### config.mk
export PLATFORM = sky130hd
export DESIGN_NAME = texture_mip_chain_validator
export DESIGN_NICKNAME = d
export VERILOG_FILES = /design/src/rtl/tmcv_pkg.sv /design/src/rtl/tmcv_csr.sv /design/src/rtl/tmcv_ctrl.sv /design/src/rtl/tmcv_dp.sv /design/src/rtl/texture_mip_chain_validator.sv
export SDC_FILE = /design/constraint.sdc
export NUM_CORES = 2
export LEC_CHECK = 0
export BUFFER_PORTS_ARGS = -buffer_cell sky130_fd_sc_hd__buf_2
export CAP_MARGIN = 40
export CORE_MARGIN = 4
export CORE_UTILIZATION = 40
export DETAILED_ROUTE_END_ITERATION = 10
export HOLD_SLACK_MARGIN = 0.03
export SKIP_LAST_GASP = 1
export SYNTH_ARGS = -nofsm -noshare
export SYNTH_HDL_FRONTEND = slang
export SYNTH_HIERARCHICAL = 1
export SYNTH_SLANG_ARGS = --single-unit
### constraint.sdc
create_clock -name clock -period 10.1 [get_ports clock]
set_input_delay 1.01 -clock clock [delete_from_list [all_inputs] [get_ports clock]]
set_output_delay 1.01 -clock clock [all_outputs]
set_load 0.02 [all_outputs]
### src/rtl/tmcv_pkg.sv
// Shared types, register map, error codes and format tables of the mip chain validator.
package tmcv_pkg;

   localparam int MAX_MIP_LEVELS = 16;
   localparam int FORMAT_COUNT   = 17;
   localparam int CSR_AW         = 5;
   localparam int CSR_DW         = 32;

   // register indexes, at byte address 4*index
   localparam logic [2:0] REG_TEX_WIDTH     = 3'd0;
   localparam logic [2:0] REG_TEX_HEIGHT    = 3'd1;
   localparam logic [2:0] REG_LAYER_COUNT   = 3'd2;
   localparam logic [2:0] REG_MIP_LEVELS    = 3'd3;
   localparam logic [2:0] REG_FORMAT_CODE   = 3'd4;
   localparam logic [2:0] REG_ASSET_FLAGS   = 3'd5;
   localparam logic [2:0] REG_CSPACE        = 3'd6;
   localparam logic [2:0] REG_CHANNEL_COUNT = 3'd7;

   localparam logic [3:0] ERR_NONE     = 4'd0;
   localparam logic [3:0] ERR_HEADER   = 4'd1;
   localparam logic [3:0] ERR_FLAG_FMT = 4'd2;
   localparam logic [3:0] ERR_CHANNELS = 4'd3;
   localparam logic [3:0] ERR_OFFSET   = 4'd4;
   localparam logic [3:0] ERR_SIZE     = 4'd5;
   localparam logic [3:0] ERR_EXTENT   = 4'd6;
   localparam logic [3:0] ERR_COUNT    = 4'd7;
   localparam logic [3:0] ERR_PAYLOAD  = 4'd8;

   localparam logic [1:0] TILE_1 = 2'd0;
   localparam logic [1:0] TILE_4 = 2'd1;
   localparam logic [1:0] TILE_6 = 2'd2;

   // ceil(x/6) = ((x+5) * RECIP6) >> RECIP6_SHIFT, exact for x+5 < 2^17
   localparam logic [15:0] RECIP6       = 16'd43691;
   localparam int          RECIP6_SHIFT = 18;

   typedef struct packed {
      logic [47:0] mip_offset;
      logic [47:0] mip_size;
      logic [15:0] mip_width;
      logic [15:0] mip_height;
      logic [47:0] payload_bytes;
      logic        last_entry;
   } req_word_type;

   typedef struct packed {
      logic       level_ok;
      logic [3:0] error_code;
      logic       verdict_valid;
      logic       verdict_ready;
   } rsp_word_type;

   typedef struct packed {
      logic [15:0] tex_width;
      logic [15:0] tex_height;
      logic [11:0] layer_count;
      logic [4:0]  mip_levels;
      logic [4:0]  format_code;
      logic [7:0]  asset_flags;
      logic [2:0]  cspace;
      logic [3:0]  channel_count;
   } cfg_type;

   typedef struct packed {
      logic [1:0] tile;
      logic [2:0] bytes_log2;
      logic [3:0] chans;
      logic       packed_fmt;
   } shape_type;

   // controller to datapath
   typedef struct packed {
      logic load;     // take a word and run the tile step
      logic mult;     // tile product
      logic scale;    // bytes and layers
      logic commit;   // checks, state update, result register
   } cmd_type;

   function automatic shape_type shape_of(input logic [4:0] fmt);
      shape_type s;
      case (fmt)
         5'd0, 5'd1:                  s = '{TILE_1, 3'd2, 4'd4, 1'b0};
         5'd2:                        s = '{TILE_1, 3'd1, 4'd2, 1'b0};
         5'd3:                        s = '{TILE_1, 3'd0, 4'd1, 1'b0};
         5'd4:                        s = '{TILE_1, 3'd3, 4'd4, 1'b0};
         5'd5, 5'd6, 5'd7:            s = '{TILE_4, 3'd3, 4'd4, 1'b1};
         5'd8, 5'd9, 5'd10, 5'd11,
         5'd13, 5'd14:                s = '{TILE_4, 3'd4, 4'd4, 1'b1};
         5'd12:                       s = '{TILE_4, 3'd4, 4'd2, 1'b1};
         5'd15, 5'd16:                s = '{TILE_6, 3'd4, 4'd4, 1'b1};
         default:                     s = '{TILE_1, 3'd2, 4'd4, 1'b0};
      endcase
      return s;
   endfunction

endpackage

### src/rtl/tmcv_csr.sv
// Header register file behind the APB-style port.
module tmcv_csr (
   input  logic                           clock,
   input  logic                           reset,
   input  logic                           psel,
   input  logic                           penable,
   input  logic                           pwrite,
   input  logic [tmcv_pkg::CSR_AW-1:0]    paddr,
   input  logic [tmcv_pkg::CSR_DW-1:0]    pwdata,
   output logic [tmcv_pkg::CSR_DW-1:0]    prdata,
   output logic                           pready,
   output tmcv_pkg::cfg_type              cfg
);
   import tmcv_pkg::*;

   cfg_type    cfg_ff, cfg_in;
   logic       wr_en;
   logic [2:0] reg_idx;

   assign pready  = 1'b1;
   assign wr_en   = psel & penable & pwrite;
   assign reg_idx = paddr[4:2];
   assign cfg     = cfg_ff;

   always_comb begin
      cfg_in = cfg_ff;
      if (wr_en) begin
         case (reg_idx)
            REG_TEX_WIDTH:     cfg_in.tex_width     = pwdata[15:0];
            REG_TEX_HEIGHT:    cfg_in.tex_height    = pwdata[15:0];
            REG_LAYER_COUNT:   cfg_in.layer_count   = pwdata[11:0];
            REG_MIP_LEVELS:    cfg_in.mip_levels    = pwdata[4:0];
            REG_FORMAT_CODE:   cfg_in.format_code   = pwdata[4:0];
            REG_ASSET_FLAGS:   cfg_in.asset_flags   = pwdata[7:0];
            REG_CSPACE:        cfg_in.cspace        = pwdata[2:0];
            REG_CHANNEL_COUNT: cfg_in.channel_count = pwdata[3:0];
            default:           cfg_in = cfg_ff;
         endcase
      end
   end

   always_comb begin
      case (reg_idx)
         REG_TEX_WIDTH:     prdata = {16'd0, cfg_ff.tex_width};
         REG_TEX_HEIGHT:    prdata = {16'd0, cfg_ff.tex_height};
         REG_LAYER_COUNT:   prdata = {20'd0, cfg_ff.layer_count};
         REG_MIP_LEVELS:    prdata = {27'd0, cfg_ff.mip_levels};
         REG_FORMAT_CODE:   prdata = {27'd0, cfg_ff.format_code};
         REG_ASSET_FLAGS:   prdata = {24'd0, cfg_ff.asset_flags};
         REG_CSPACE:        prdata = {29'd0, cfg_ff.cspace};
         REG_CHANNEL_COUNT: prdata = {28'd0, cfg_ff.channel_count};
         default:           prdata = '0;
      endcase
   end

   always_ff @(posedge clock) begin
      if (reset) begin
         cfg_ff <= '0;
      end else begin
         cfg_ff <= cfg_in;
      end
   end

endmodule

### src/rtl/tmcv_ctrl.sv
// Sequencer: accept, tile product, scaling, commit; owns the result valid.
module tmcv_ctrl (
   input  logic              clock,
   input  logic              reset,
   input  logic              req_valid,
   output logic              req_stall,
   output logic              rsp_valid,
   input  logic              rsp_stall,
   output tmcv_pkg::cmd_type cmd
);
   import tmcv_pkg::*;

   localparam logic [1:0] ST_IDLE   = 2'd0;
   localparam logic [1:0] ST_MULT   = 2'd1;
   localparam logic [1:0] ST_SCALE  = 2'd2;
   localparam logic [1:0] ST_COMMIT = 2'd3;

   logic [1:0] state_ff, state_in;
   logic       rsp_valid_ff, rsp_valid_in;
   logic       out_free;

   assign req_stall = (state_ff != ST_IDLE);
   assign rsp_valid = rsp_valid_ff;
   // result slot free now or emptied at this edge
   assign out_free  = !rsp_valid_ff || !rsp_stall;

   always_comb begin
      state_in   = state_ff;
      cmd        = '0;
      case (state_ff)
         ST_IDLE: begin
            if (req_valid) begin
               cmd.load = 1'b1;
               state_in = ST_MULT;
            end
         end
         ST_MULT: begin
            cmd.mult = 1'b1;
            state_in = ST_SCALE;
         end
         ST_SCALE: begin
            cmd.scale = 1'b1;
            state_in  = ST_COMMIT;
         end
         ST_COMMIT: begin
            if (out_free) begin
               cmd.commit = 1'b1;
               state_in   = ST_IDLE;
            end
         end
         default: state_in = ST_IDLE;
      endcase
   end

   always_comb begin
      rsp_valid_in = rsp_valid_ff;
      if (rsp_valid_ff && !rsp_stall) begin
         rsp_valid_in = 1'b0;
      end
      if (cmd.commit) begin
         rsp_valid_in = 1'b1;
      end
   end

   always_ff @(posedge clock) begin
      if (reset) begin
         state_ff     <= ST_IDLE;
         rsp_valid_ff <= 1'b0;
      end else begin
         state_ff     <= state_in;
         rsp_valid_ff <= rsp_valid_in;
      end
   end

endmodule

### src/rtl/tmcv_dp.sv
// Datapath: expected level geometry and size, entry checks, chain state, result register.
module tmcv_dp (
   input  logic                   clock,
   input  logic                   reset,
   input  tmcv_pkg::cfg_type      cfg,
   input  tmcv_pkg::cmd_type      cmd,
   input  tmcv_pkg::req_word_type req_data,
   output tmcv_pkg::rsp_word_type rsp_data
);
   import tmcv_pkg::*;

   req_word_type item_ff;
   rsp_word_type rsp_ff, rsp_in;
   logic [3:0]   hdr_err_ff, hdr_err;
   logic [15:0]  w_ff, h_ff, bx_ff, by_ff, bx, by;
   logic [2:0]   blog_ff;
   logic [31:0]  prod_ff;
   logic [47:0]  expect_ff;
   logic [4:0]   level_ff, level_in;
   logic [47:0]  run_off_ff, run_off_in;
   logic [3:0]   first_err_ff, first_err_in;

   shape_type    shape;
   logic [15:0]  w_sh, h_sh, w_lvl, h_lvl;
   logic [16:0]  w_pad, h_pad;
   logic [33:0]  w_rec, h_rec;
   logic [35:0]  scaled;
   logic [47:0]  new_off;
   logic [3:0]   err;
   logic         ok;

   assign shape = shape_of(cfg.format_code);

   always_comb begin
      hdr_err = ERR_NONE;
      if (cfg.tex_width == '0 || cfg.tex_height == '0 || cfg.layer_count == '0 ||
          cfg.mip_levels == '0 || cfg.mip_levels > 5'(MAX_MIP_LEVELS) ||
          cfg.cspace > 3'd2 || cfg.asset_flags[7:3] != '0 ||
          cfg.format_code >= 5'(FORMAT_COUNT)) begin
         hdr_err = ERR_HEADER;
      end else if (cfg.asset_flags[0] != shape.packed_fmt ||
                   (cfg.asset_flags[2] && cfg.mip_levels != 5'd1)) begin
         hdr_err = ERR_FLAG_FMT;
      end else if (cfg.channel_count != shape.chans) begin
         hdr_err = ERR_CHANNELS;
      end
   end

   // level extents, clamped to one
   always_comb begin
      w_sh  = cfg.tex_width >> level_ff;
      h_sh  = cfg.tex_height >> level_ff;
      w_lvl = (w_sh == '0) ? 16'd1 : w_sh;
      h_lvl = (h_sh == '0) ? 16'd1 : h_sh;
   end

   // tile counts: ceil by 1, 4 or 6
   always_comb begin
      w_pad = {1'b0, w_lvl};
      h_pad = {1'b0, h_lvl};
      case (shape.tile)
         TILE_4: begin
            w_pad = {1'b0, w_lvl} + 17'd3;
            h_pad = {1'b0, h_lvl} + 17'd3;
         end
         TILE_6: begin
            w_pad = {1'b0, w_lvl} + 17'd5;
            h_pad = {1'b0, h_lvl} + 17'd5;
         end
         default: begin
            w_pad = {1'b0, w_lvl};
            h_pad = {1'b0, h_lvl};
         end
      endcase
      w_rec = 34'(w_pad) * 34'(RECIP6);
      h_rec = 34'(h_pad) * 34'(RECIP6);
      case (shape.tile)
         TILE_4: begin
            bx = {1'b0, w_pad[17-1:2]};
            by = {1'b0, h_pad[17-1:2]};
         end
         TILE_6: begin
            bx = w_rec[RECIP6_SHIFT+15:RECIP6_SHIFT];
            by = h_rec[RECIP6_SHIFT+15:RECIP6_SHIFT];
         end
         default: begin
            bx = w_lvl;
            by = h_lvl;
         end
      endcase
   end

   assign scaled = 36'(prod_ff) << blog_ff;

   always_comb begin
      err          = hdr_err_ff;
      new_off      = run_off_ff + expect_ff;
      run_off_in   = run_off_ff;
      level_in     = (level_ff == 5'd31) ? level_ff : level_ff + 5'd1;
      if (hdr_err_ff == ERR_NONE) begin
         if (level_ff >= cfg.mip_levels) begin
            err = ERR_COUNT;
         end else if (item_ff.mip_offset != run_off_ff) begin
            err = ERR_OFFSET;
         end else if (item_ff.mip_size != expect_ff) begin
            err = ERR_SIZE;
         end else if (item_ff.mip_width != w_ff || item_ff.mip_height != h_ff) begin
            err = ERR_EXTENT;
         end
         run_off_in = new_off;
         if (err == ERR_NONE && first_err_ff == ERR_NONE && item_ff.last_entry) begin
            if ({1'b0, level_ff} + 6'd1 != {1'b0, cfg.mip_levels}) begin
               err = ERR_COUNT;
            end else if (new_off != item_ff.payload_bytes) begin
               err = ERR_PAYLOAD;
            end
         end
      end
      first_err_in = (first_err_ff == ERR_NONE) ? err : first_err_ff;
      ok           = (first_err_in == ERR_NONE);
      rsp_in.level_ok      = ok;
      rsp_in.error_code    = first_err_in;
      rsp_in.verdict_valid = ok & item_ff.last_entry;
      rsp_in.verdict_ready = item_ff.last_entry;
      // last word closes the texture
      if (item_ff.last_entry) begin
         level_in     = '0;
         run_off_in   = '0;
         first_err_in = ERR_NONE;
      end
   end

   assign rsp_data = rsp_ff;

   always_ff @(posedge clock) begin
      if (reset) begin
         level_ff     <= '0;
         run_off_ff   <= '0;
         first_err_ff <= ERR_NONE;
      end else if (cmd.commit) begin
         level_ff     <= level_in;
         run_off_ff   <= run_off_in;
         first_err_ff <= first_err_in;
      end
   end

   always_ff @(posedge clock) begin
      if (cmd.load) begin
         item_ff    <= req_data;
         hdr_err_ff <= hdr_err;
         w_ff       <= w_lvl;
         h_ff       <= h_lvl;
         bx_ff      <= bx;
         by_ff      <= by;
         blog_ff    <= shape.bytes_log2;
      end
      if (cmd.mult) begin
         prod_ff <= 32'(bx_ff) * 32'(by_ff);
      end
      if (cmd.scale) begin
         expect_ff <= 48'(scaled) * 48'(cfg.layer_count);
      end
      if (cmd.commit) begin
         rsp_ff <= rsp_in;
      end
   end

endmodule

### src/rtl/texture_mip_chain_validator.sv
// Top level of the texture mip chain validator.
// Checks a texture header held in eight registers (width, height, layers, mip
// count, format, flags, color space, channels) and then the mip table, one
// entry per input word in level order. Each word yields one result word with
// the sticky first error; the word flagged last carries the verdict and
// restarts the chain. An entry runs from acceptance to result in order: the
// accept step works out level extents and tile counts, then come the tile
// product, the byte and layer scaling multiply, and the checks and offset
// update, held while an unaccepted result waits. A finished result waits in
// its output register while the next word is accepted. Header registers are
// to be written only while no entry is in flight; the block does not enforce it.
module texture_mip_chain_validator (
   input  logic                           clock,
   input  logic                           reset,
   input  logic                           req_valid,
   output logic                           req_stall,
   input  tmcv_pkg::req_word_type         req_data,
   output logic                           rsp_valid,
   input  logic                           rsp_stall,
   output tmcv_pkg::rsp_word_type         rsp_data,
   input  logic                           psel,
   input  logic                           penable,
   input  logic                           pwrite,
   input  logic [tmcv_pkg::CSR_AW-1:0]    paddr,
   input  logic [tmcv_pkg::CSR_DW-1:0]    pwdata,
   output logic [tmcv_pkg::CSR_DW-1:0]    prdata,
   output logic                           pready
);
   import tmcv_pkg::*;

   cfg_type cfg;
   cmd_type cmd;

   tmcv_csr u_csr (
      .clock   (clock),
      .reset   (reset),
      .psel    (psel),
      .penable (penable),
      .pwrite  (pwrite),
      .paddr   (paddr),
      .pwdata  (pwdata),
      .prdata  (prdata),
      .pready  (pready),
      .cfg     (cfg)
   );

   tmcv_ctrl u_ctrl (
      .clock     (clock),
      .reset     (reset),
      .req_valid (req_valid),
      .req_stall (req_stall),
      .rsp_valid (rsp_valid),
      .rsp_stall (rsp_stall),
      .cmd       (cmd)
   );

   tmcv_dp u_dp (
      .clock    (clock),
      .reset    (reset),
      .cfg      (cfg),
      .cmd      (cmd),
      .req_data (req_data),
      .rsp_data (rsp_data)
   );

endmodule
## Word level (Yosys, flattened, before mapping)

Memory sizes are Yosys's and may differ from the RTL's. A register that Yosys moved wholly into a read port is not among the register bits.
Index checks and enable logic that the tools add are counted.

| cells by class | value |
|---|---|
| bitwise operators | 3 |
| $mul | 4 |
| add/sub/neg operators | 7 |
| $lt $le $gt $ge | 4 |
| shift operators | 3 |
| divide/modulo/power cells | 0 |
| muxes and demuxes | 37 |
| eq/ne operators | 25 |
| reductions and logical operators | 44 |

Operator list:

| kind | count |
|---|---|
| $pmux 32 s8 | 1 |
| $ne 48x48->1 | 3 |
| $mux 48 | 2 |
| $pmux 17 s2 | 2 |
| $mul 17x16->33 const B | 2 |
| $logic_not 16->1 | 4 |
| $pmux 16 s2 | 2 |
| $add 48x48->48 | 1 |
| $mul 36x12->48 | 1 |
| $mux 4 | 11 |
| $shl 32x3->36 | 1 |
| $add 16x2->17 const B | 2 |
| $add 16x3->17 const B | 2 |
| $mul 16x16->32 | 1 |
| $mux 16 | 2 |
| $ne 16x16->1 | 2 |
| $shr 16x5->16 | 2 |
| $reduce_and 2->1 | 11 |
| $mux 5 | 4 |
| $logic_not 4->1 | 4 |
| $eq 3x3->1 const B | 4 |
| $logic_not 12->1 | 1 |
| $logic_or 1x1->1 | 10 |
| $mux 1 | 8 |
| other kinds (28) | 44 |

| word-level totals | value |
|---|---|
| memory bits (writable) | 0 |
| logic and storage cells | 160 |
| input bits | 221 |
| latch bits | 0 |
| output and inout bits | 42 |
| ROM bits | 288 |
| memories kept | 1 |
| flip-flop bits (word level) | 464 |

Memory list:

| memory | depth | width | read ports | clocked after memory_dff | write ports | line | source |
|---|---|---|---|---|---|---|---|
| (no name shown) | 32 | 9 | 1 | 1 | 0 | tmcv_pkg.sv:81 | `case (fmt)` |

## Longest topological paths before layout

| depth | value |
|---|---|
| depth after elaboration | 15 |
| gate-level depth with buffers | 43 |

## Modules after synthesis

Netlist, hierarchy kept.

By module, submodules not included:

| module | area each (µm²) | cells each | seq. area each (µm²) | times used |
|---|---|---|---|---|
| tmcv_dp | 53,110.9 | 5,429 | 11,140.7 | 1 |
| tmcv_csr | 3,274.4 | 428 | 1,381.3 | 1 |
| tmcv_ctrl | 224.0 | 24 | 60.1 | 1 |

## Worst setup path after synthesis

OpenSTA, ideal clock, no wires.

| timing | value |
|---|---|
| path type | reg2reg |
| start | register u_dp.level_ff[0] |
| end | register u_dp.bx_ff[13] (data pin) |
| data arrival time | 8,940 ps |
| period minus slack after synthesis | 9,205 ps |
| path buffers | 1 |
| path slack | 895 ps |
| cell stages (with the launch flop) | 35 |
| path through | dfxtp_1 buf_6 mux4_1 mux4_2 inv_1 a21oi_1 nand4bb_2 nand2_1 fa_1 a21oi_1 or3_1 or3_1 nor2_1 xor2_1 ha_1 and2_1 nor2_1 fa_1 fa_1 fa_1 inv_1 fa_1 inv_1 ha_1 a21o_1 a21o_1 a21oi_1 a21oi_1 a221o_1 a41o_1 o211ai_2 a21boi_2 a311oi_4 nor4_1 or3_1 |

| between the ends | value |
|---|---|
| word-level cells in the longest chain between the ends | 7 |
| elaborated cells on any way between the ends | 8 |
| those cells by class | 2 x add/sub; 1 x mul; 1 x shift; 3 x mux; 1 x reduce/logical |

RTL lines:

| what | line | source |
|---|---|---|
| start, declared | tmcv_dp.sv:19 | `logic [4:0] level_ff, level_in;` |
| start signal, assigned | tmcv_dp.sv:141 | `level_ff <= level_in;` |
| $shr 16x5->16 * | tmcv_dp.sv:51 | `w_sh = cfg.tex_width >> level_ff;` |
| $logic_not 16->1 | tmcv_dp.sv:53 | `w_lvl = (w_sh == '0) ? 16'd1 : w_sh;` |
| $mux 16 * | tmcv_dp.sv:53 |  |
| via u_dp.w_lvl[0] | tmcv_dp.sv:24 | `logic [15:0] w_sh, h_sh, w_lvl, h_lvl;` |
| $add 16x3->17 / $add 16x2->17 (equally long branches) | tmcv_dp.sv:67, tmcv_dp.sv:63 |  |
| $pmux 17 s2 * | tmcv_dp.sv:61 | `case (shape.tile)` |
| $mul 17x16->33 | tmcv_dp.sv:75 | `w_rec = 34'(w_pad) * 34'(RECIP6);` |
| $pmux 16 s2 * | tmcv_dp.sv:77 | `case (shape.tile)` |
| via u_dp.bx[13] | tmcv_dp.sv:15 | `logic [15:0] w_ff, h_ff, bx_ff, by_ff, bx, by;` |
| end signal, assigned | tmcv_dp.sv:153 | `bx_ff <= bx;` |
| end, declared | tmcv_dp.sv:15 |  |

The timed path passes the listed nets; every way through them passes the cells marked *.
A chain may end at the register's enable or synchronous reset.

## Worst setup path in the final report

| timing | value |
|---|---|
| start | register u_dp.level_ff[0] |
| end | register u_dp.by_ff[11] (data pin) |

| between the ends | value |
|---|---|
| word-level cells in the longest chain between the ends | 7 |
| elaborated cells on any way between the ends | 8 |
| those cells by class | 2 x add/sub; 1 x mul; 1 x shift; 3 x mux; 1 x reduce/logical |

RTL lines:

| what | line | source |
|---|---|---|
| $shr 16x5->16 * | tmcv_dp.sv:52 | `h_sh = cfg.tex_height >> level_ff;` |
| $logic_not 16->1 | tmcv_dp.sv:54 | `h_lvl = (h_sh == '0) ? 16'd1 : h_sh;` |
| $mux 16 * | tmcv_dp.sv:54 |  |
| via u_dp.h_lvl[11] | tmcv_dp.sv:24 |  |
| $add 16x3->17 / $add 16x2->17 (equally long branches) | tmcv_dp.sv:68, tmcv_dp.sv:64 |  |
| $pmux 17 s2 | tmcv_dp.sv:61 |  |
| $mul 17x16->33 | tmcv_dp.sv:76 | `h_rec = 34'(h_pad) * 34'(RECIP6);` |
| $pmux 16 s2 * | tmcv_dp.sv:77 |  |
| via u_dp.by[11] | tmcv_dp.sv:15 |  |
| end signal, assigned | tmcv_dp.sv:154 | `by_ff <= by;` |
| end, declared | tmcv_dp.sv:15 |  |

Marks and branches as above.

==> metrics <==
count leader, synth inv_1; Design Area, Final ~0.062 sq mm; CTS H-tree depth 2; crit share post-route 0.953; worst skew pair latency 0.65 ns; mux cell area share after synthesis 0.0337; GP Congestion between 0.9 and 1; number of synthesized register bits ~460; drt wl/cell between 20 and 25 microns; endpoints failing setup 0; grt total ovfl 0; initial antenna violation count 3; Critical Path AT between 10 and 15 ns; top cells by area, synth fa_1, edfxtp_1, ha_1; DR pass1 iterations 6; simple-gate share of the synthesized area 0.141; Die X 384 microns; share of layout cells above drive strength 1 0.0972; final WL 164 mm; All-Layer GR Usage 0.221; DRT antenna net count 0; Post-Synth Adder-Cell Area 0.362; Starting DRT DRC Count between 3,000 and 4,000; Crit. End Element flop; register area share after synthesis 0.222; Initial Util 0.404; first-pass GRT wire length 255 mm; max incr delay on CP around 0.57 ns; vias in the first global route between 40,000 and 50,000; Layout area overhead 9.59%; Clock Power Share 0.134; Hold Crit Class reg2reg; Slew HR 0.395; Final Max Slew Viols 0; Worst VDD drop around 0.85 mV; Die Span Y 384 microns; P_leak 0.0288 uW; status complete, no violations; Combinational Power Share 0.647; share of flip-flops with an asynchronous set or reset 0; Pint 7790 uW; Synth Area in Compound Gates 0.0979; sw frac 0.461; CTS Buffer Depth 3; CTS Buf Count 52; CTS tree built; Ys Warns 6; Placed Area between 0.06 and 0.07 sq mm; Worst path most repeated cell inv_1; CP max FO 24; syn avg cell area slightly below 10 sq um; RSZ-0062 raised after global routing true; Worst Setup Start Kind flop; slowest stage cell on the critical path mux4_2; Post-Syn Instances 5,881; main combinational cell family by area after synthesis adder cells; largest net degree at the start of global routing 76; Root Buffer clkbuf_16; Die ar. approximately 0.15 sq mm; cell taking the most area after synthesis fa_1; Post-synth EDFFs approximately 330; Crit Path Category reg2reg; final layout net count about 7,500; Top FF cell, synth edfxtp_1; Worst Clk Skew 0.0469 ns; Row Count ~140; Buffers on Ports 227; synthesized area 0.0566 sq mm; Sink Count approximately 460; Reg power frac 0.219; Switch Pwr around 6700 uW; DR vias/cell 5.36; total number of vias 42,800; io pins approximately 260; Cell variety after synth approximately 120; CP required 10.50 ns; drt drc 0; # Max-Cap Violations 0; fmax 0.104 GHz; Post-Synth XOR/XNOR Area 0.0593; top-area cell type share of the netlist area 0.247; Fin. Hold Viols 0; final core utilization 0.443; Post-synth top cells inv_1, fa_1, nand2_1; hpwl dp 132 mm; core footprint ~0.14 sq mm; Slew @ Worst Pin 0.906 ns; clk slew on worst S/H paths 0.07 ns; power density cells ~230 mW/mm^2; minimum clock period between 9 and 10 ns
-- layer usage --
layer  up-vias  global-route usage  wire (microns)
li1      19700                   -               -
met1     21500               0.299           70700
met2      1410               0.377           79000
met3       250              0.0260            9740
met4         0              0.0593            4690
met5         -                   0               0
-- path summary, 6_finish.rpt --
check	start	end	slack (ns)	cells after the start
worst max register to register	u_dp/level_ff[0]	u_dp/by_ff[11]	0.47	39
worst max-delay path	u_dp/level_ff[0]	u_dp/by_ff[11]	0.47	39
worst min-delay path	u_csr/cfg[8]	u_csr/cfg[8]	0.48	2
worst min register to register	u_csr/cfg[8]	u_csr/cfg[8]	0.48	2
-- through the flow --
stage	cells	hold WS [ns]	TNS [ns]	setup WS [ns]	power, uW
2_1_floorplan	5896	0.424	0	0.895	10200
3_3_place_gp	7856	0.463	0	0.283	12400
3_5_place_dp	7868	0.470	0	0.132	12500
4_1_cts	7965	0.478	0	0.126	14500
5_1_grt	7974	0.498	-0.0146	-0.0146	15900
6_report	7976	0.479	0	0.473	14500
-- worst max-delay path: cells and delay by family, from the launching register on --
family | cells | cell delay, ns
compound gates | 8 | 1.74
xor+xnor | 2 | 0.35
fa+ha+maj | 8 | 3.20
buf+inv | 7 | 0.68
flops | 1 | 0.40
mux | 2 | 0.78
simple gates | 12 | 2.26
-- cells by family after synthesis --
| family | after synthesis |
|---|---|
| multiplexers | 146 |
| buffers and inverters | 1212 |
| XOR/XNOR | 365 |
| flip-flops | 462 |
| other | 2 |
| AND/OR/NAND/NOR | 1650 |
| AO/OA/AOI/OAI | 825 |
| adder cells (fa/ha/maj) | 1219 |
-- power by group through the flow --
stage / combinational [uW] / sequential [uW] / clock [uW]
after detailed placement: 9280 / 3200 / 0
after global placement: 9180 / 3210 / 0
after CTS: 9360 / 3170 / 1980
after floorplan: 7150 / 3020 / 0
final: 9350 / 3160 / 1940
after global routing: 10700 / 3190 / 2060
-- state kept, by name (all words and copies together) (netlist names) --
register and count:
u_dp/hdr_err_ff 2, u_dp/first_err_ff 4, u_dp/blog_ff 3, u_dp/prod_ff 32
u_ctrl/state_ff 2, u_dp/bx_ff 16, u_dp/item_ff 177, u_dp/rsp_data 7
u_ctrl/rsp_valid 1, u_dp/w_ff 16, u_dp/run_off_ff 48, u_dp/by_ff 16
u_dp/level_ff 5, u_dp/h_ff 16, u_dp/expect_ff 48, u_csr/cfg 69
-- cell type report --
| class | instances | area (sq um) |
|---|---|---|
| Antenna cell | 2 | 5.00 |
| Tap cell | 1876 | 2350 |
| Sequential cell | 462 | 12600 |
| Inverter | 944 | 3540 |
| Clock buffer | 58 | 1350 |
| Clock inverter | 39 | 385 |
| Multi-Input combinational cell | 4222 | 39500 |
| Timing Repair Buffer | 373 | 2370 |
| Fill cell | 13600 | 78000 |
-- repair_timing --
action	CTS	global route
buffers inserted	0	8
hold buffers	0	0
setup endpoints to repair	0	20
resized for setup	0	11
-- layout by cell type, fill, tap and decap left out, drive strengths merged, types with 136 or more instances in the layout --
| cell | count |
|---|---|
| inv | 954 |
| fa | 699 |
| nand2 | 693 |
| ha | 520 |
| buf | 371 |
| edfxtp | 333 |
| and2 | 282 |
| a21oi | 261 |
| nor2 | 261 |
| xor2 | 218 |
| xnor2 | 136 |
Note: power is estimated with default switching activity, not from simulation.
